<file path="src/design/lzos_pkg.sv">
// Shared types and constants for the layer z-order stack.
`timescale 1ns / 1ps

package lzos_pkg;

    localparam int LAYER_W = 8;
    localparam int HGT_W   = 9;
    localparam int CMD_W   = 2;

    localparam logic [CMD_W-1:0] CMD_ALLOC = 2'd0;
    localparam logic [CMD_W-1:0] CMD_SET   = 2'd1;
    localparam logic [CMD_W-1:0] CMD_FREE  = 2'd2;

    localparam logic signed [HGT_W-1:0] HGT_NONE = -9'sd1;

    typedef enum logic [1:0] {
        ST_IDLE = 2'b01,
        ST_EXEC = 2'b10
    } state_t;

    // Broadcast to every slot cell: a shift over slots lo..hi, plus one load.
    typedef struct packed {
        logic                      active;
        logic                      from_below;
        logic signed [HGT_W:0]     lo;
        logic signed [HGT_W:0]     hi;
        logic                      load;
        logic signed [HGT_W:0]     load_idx;
        logic [LAYER_W-1:0]        load_layer;
    } shift_ctrl_t;

endpackage

</file>
<file path="src/design/lzos_cell.sv">
// One stack slot: holds the layer at its height and shifts with its neighbours.
`timescale 1ns / 1ps

module lzos_cell import lzos_pkg::*; #(
    parameter int IDX = 0
) (
    input  logic                      aclk,
    input  shift_ctrl_t               ctrl,
    input  logic [LAYER_W-1:0]        below,
    input  logic [LAYER_W-1:0]        above,
    input  logic [LAYER_W-1:0]        key,
    input  logic signed [HGT_W-1:0]   top,
    output logic [LAYER_W-1:0]        slot,
    output logic                      match
);

    localparam logic signed [HGT_W:0] POS = (HGT_W+1)'(IDX);

    logic [LAYER_W-1:0]      slot_reg;
    logic [LAYER_W-1:0]      slot_next;
    logic signed [HGT_W:0]   top_ext;

    assign top_ext = {top[HGT_W-1], top};

    always_comb begin
        slot_next = slot_reg;
        if (ctrl.active) begin
            if (ctrl.load && (ctrl.load_idx == POS)) begin
                slot_next = ctrl.load_layer;
            end else if ((POS >= ctrl.lo) && (POS <= ctrl.hi)) begin
                slot_next = ctrl.from_below ? below : above;
            end
        end
    end

    always_ff @(posedge aclk) begin
        slot_reg <= slot_next;
    end

    // only slots up to top hold live layers
    assign match = (slot_reg == key) && (POS <= top_ext);
    assign slot  = slot_reg;

endmodule

</file>
<file path="config.mk">
export PLATFORM = sky130hd
export DESIGN_NAME = lzos_cell
export DESIGN_NICKNAME = d
export VERILOG_FILES = /design/src/design/lzos_pkg.sv /design/src/design/lzos_cell.sv
export SDC_FILE = /design/constraint.sdc
export NUM_CORES = 1
export LEC_CHECK = 0
export ABC_AREA = 1
export BUFFER_PORTS_ARGS = -buffer_cell sky130_fd_sc_hd__buf_2
export CAP_MARGIN = 40
export CORE_ASPECT_RATIO = 0.75
export CORE_MARGIN = 8
export CORE_UTILIZATION = 33
export CTS_CLUSTER_SIZE = 10
export DETAILED_ROUTE_END_ITERATION = 12
export PLACE_DENSITY = 0.79
export SLEW_MARGIN = 20
export SYNTH_ARGS = -nofsm -noshare
export SYNTH_HDL_FRONTEND = slang
export SYNTH_SLANG_ARGS = --single-unit
</file>
<file path="constraint.sdc">
create_clock -name aclk -period 1.4 [get_ports aclk]
set_input_delay 0.07 -clock aclk [delete_from_list [all_inputs] [get_ports aclk]]
set_output_delay 0.07 -clock aclk [all_outputs]
set_load 0.01 [all_outputs]
</file>
Yosys cells after proc, flatten, opt, wreduce, memory -nomap -nowiden
Index checks and enable logic that the tools add are counted.
- $lt $le $gt $ge: 3
- eq/ne operators: 1
- muxes and demuxes: 3
- reductions and logical operators: 6
- operators by type and width (cell ; number):
    $mux 8 ; 3
    $ge 1x10->1 const A ; 1
    $le 1x10->1 const A ; 1
    $logic_not 10->1 ; 1
    $le 1x9->1 const A ; 1
    $eq 8x8->1 ; 1
    $logic_and 1x1->1 ; 3
    $reduce_and 2->1 ; 1
    $reduce_bool 2->1 ; 1
- register bits after elaboration: 8
- bits of input ports: 75
- output and inout port bits: 9
- word-level logic and storage cells: 14

Longest topological paths before layout
- depth in word-level cells: 4
- gate-level depth with buffers: 9
- depth with buffers taken out: 9

Worst setup path after synthesis
Ideal clock, no wire load.
- kind: input -> register
- start: in ctrl[29] (netlist name)
- end: reg slot_reg[0] (netlist: slot[0]), enable pin
- library setup time: 345 ps
- arrival: 885 ps
- data required time: 1055 ps
- slack: 170 ps
- stages: 6
- buffers on the path: 0
- path through: or2_2 nor2_1 nand2_1 nand2_1 nand2_1 a21oi_2
- word-level cells in the longest chain between the ends: 4
- ends and longest elaborated chain (item ; RTL line ; text):
    start, declared ; lzos_cell.sv:8 ; input shift_ctrl_t ctrl,
    $ge 1x10->1 ; lzos_cell.sv:30 ; end else if ((POS >= ctrl.lo) && (POS <= ctrl.hi)) begin
    $logic_and 1x1->1 ; lzos_cell.sv:30 ;
    $reduce_bool 2->1 (no source line) ; n/a ;
    $reduce_and 2->1 (no source line) ; n/a ;
    end signal, assigned ; lzos_cell.sv:37 ; slot_reg <= slot_next;
    end, declared ; lzos_cell.sv:19 ; logic [LAYER_W-1:0] slot_reg;
Every way passes these cells.
A chain may end at the register's enable or synchronous reset.

Final worst setup path
- start: reg slot_reg[0] (netlist: slot[0])
- end: out match
- word-level cells in the longest chain between the ends: 2
- ends and longest elaborated chain (item ; RTL line ; text):
    $eq 8x8->1 ; lzos_cell.sv:41 ; assign match = (slot_reg == key) && (POS <= top_ext);
    $logic_and 1x1->1 ; lzos_cell.sv:41 ;
    end, declared ; lzos_cell.sv:14 ; output logic match
Every way passes these cells.

==> out/metrics.cfg <==
[status]
status = finished, final reports clean

[min_path]
hp-class = primary input to flop
min_from = ctrl[7]

[worst_setup_path]
cp.required_ps = 1330
cp.arrival_ps = 1240
worstSetupStartpointType = flop
crit_type = flop to output port
critPathCaptureType = output port
cp_max_fo = 2
endpoint = match
critical_path.startpoint = slot[0]

[sta]
fin_crit_sh = 0.936
finalMaxSlewViolations = 0
setup_viol = 0
hold_viol = 0
fin_crit_ps = 1310
relSlewSlack = 0.847
fmax_mhz = 763
rsz0062_at_grt = yes
finalHoldWorstSlack_ps = 129
tightest_slew_ps = 229
fin_setup_tns_ps = 0

[drt]
drt-initial-drc-count = 6
num_vias = 931
wl_per_cell_microns = 11.2
ant_nets = 0
drc = 0
drt_pass1_iterations = 4
wirelength_microns = 2320
vias_per_cell = 4.48

[pwr]
total_power_mw = 0.663
power_density_nw_per_um2 = 560
p_leak_nw = 0.650
ir_drop_mv = 0.253

[job]
max_cap_viol_count = 0

[grt]
grt_max_degree = 17
grt_pass1_vias = 972
track_usage = 0.113
grt.overflow.total = 0
grt_pass1_wl_microns = 3830
antenna_found_initial = 0

[placement]
port_buffers = 74
hpwl_microns = 2190
place_congestion = 0.741
dp.cells = 204
dpl_cell_area_sq_um = 1150

[cts]
root_buffer = clkbuf_4
postCtsHoldBufs = 0
cts_sinks = 8
clock_path_buffers = 2
cts_buffers = 3
cts_tree = built
htree_levels = 1
clk_pin_slew_worst_paths_ps = 50

[finish]
stdcell_count = 208
drive_above_1_share = 0.473
nets = 262
largest_register_ffs = 8
fill_cells = 202
diodes = 0
area_delta_synth_final_pct = 60.6
fin_area_sq_um = 1180

[floorplanning]
core_sq_um = 2070
start_util = 0.357
die_x_microns = 70.6
io_pins = 84
dieArea_sq_um = 4020
fp-row-count = 14
die_y_microns = 56.9

[logic_synthesis]
synth_fa_ha_area_frac = 0.0170
synth_seq_cells = 8
ys_seq_area_frac = 0.326
synth_cell_types = 17
syn_avg_cell_area_sq_um = 7.02
syn_area_sq_um = 737
synth.mux.area_fraction = 0
synth_compound_area_frac = 0.100
synth-simple-area-share = 0.374
synth_nets = 181
postSynthCellCount = 105
synth_top_family_by_area = simple AND/OR/NAND/NOR gates
synth-xor-area-share = 0.0951
yosysWarnings = 0

==> per-stage QoR <==
stage	setup slack (ps)	util
floorplan	170	-
global placement	137	0.557
detailed placement	101	0.557
CTS	23.6	0.568
global route	-70.7	0.573
finish	89.2	0.573
==> worst min path at each step <==
stage	end	slack, ps	cells past startpoint
CTS	slot[7]	120	3
floorplan	slot[0]	280	2
global placement	slot[7]	370	3
finish	slot[7]	130	3
detailed placement	slot[7]	380	3
global route	slot[6]	130	3
==> cells by family (layout without fill, tap and decap cells) <==
kind of cell	count (synthesis)	in the layout
xor gates and xnor gates	8	8
buffers and inverters	17	96
adders and majority gates	1	1
AOI/OAI and AO/OA	10	10
and+or+nand+nor	61	61
DFF	8	8
==> synth_stat cells <==
| cell | count | area (sq um) |
|---|---|---|
| a21oi_1 | 1 | 5.00 |
| a21oi_2 | 1 | 8.76 |
| and2_0 | 1 | 6.26 |
| buf_2 | 1 | 5.00 |
| clkbuf_1 | 1 | 3.75 |
| edfxtp_1 | 8 | 240 |
| ha_1 | 1 | 12.5 |
| inv_1 | 15 | 56.3 |
| nand2_1 | 30 | 113 |
| nand2_4 | 1 | 11.3 |
| nand3_1 | 9 | 45.0 |
| nor2_1 | 17 | 63.8 |
| nor2_4 | 1 | 11.3 |
| nor3b_4 | 1 | 18.8 |
| o211ai_1 | 8 | 60.1 |
| or2_2 | 1 | 6.26 |
| xnor2_1 | 8 | 70.1 |
==> area by class of cell <==
type | count | area [sq um] | area share
flip-flops and latches | 8 | 240 | 0.203
clock buffers | 3 | 22.5 | 0.0190
well taps | 24 | 30.0 | 0.0254
repair buffers | 78 | 400 | 0.338
multi-input cells | 80 | 434 | 0.367
inverters | 15 | 56.3 | 0.0476
==> cells in the final DEF, fill, tap and decap left out, drive strengths merged <==
cell type	instances
buf	78
nor3b	1
edfxtp	8
nand3	9
xnor2	8
nand2	31
ha	1
nor2	18
or2	1
inv	15
o211ai	8
a21oi	2
and2	1
clkbuf	3
==> worst max-delay path, stage by stage (launching register included) <==
cell and delay, ps:
edfxtp_1 410, xnor2_1 170, nand2_1 80, nor2_2 80, nand2_1 50, nor2_1 70
buf_2 130
==> where the power goes <==
part | internal [mW] | switching, mW
clock network | 0.0976 | 0.0703
logic | 0.119 | 0.0888
registers | 0.280 | 0.00718
==> per-layer routing <==
metal,vias up,routed length (microns),track usage
met4,0,35,0.0531
li1,495,-,-
met2,51,1090,0.198
met3,4,240,0.0460
met5,-,0,0
met1,381,958,0.117
==> repair_timing <==
| action | 4_1_cts | 5_1_grt |
|---|---|---|
| setup endpoints to repair | 0 | 1 |
| setup buffers | 0 | 1 |
| resized for setup | 0 | 1 |
(Power assumes the default switching activity.)
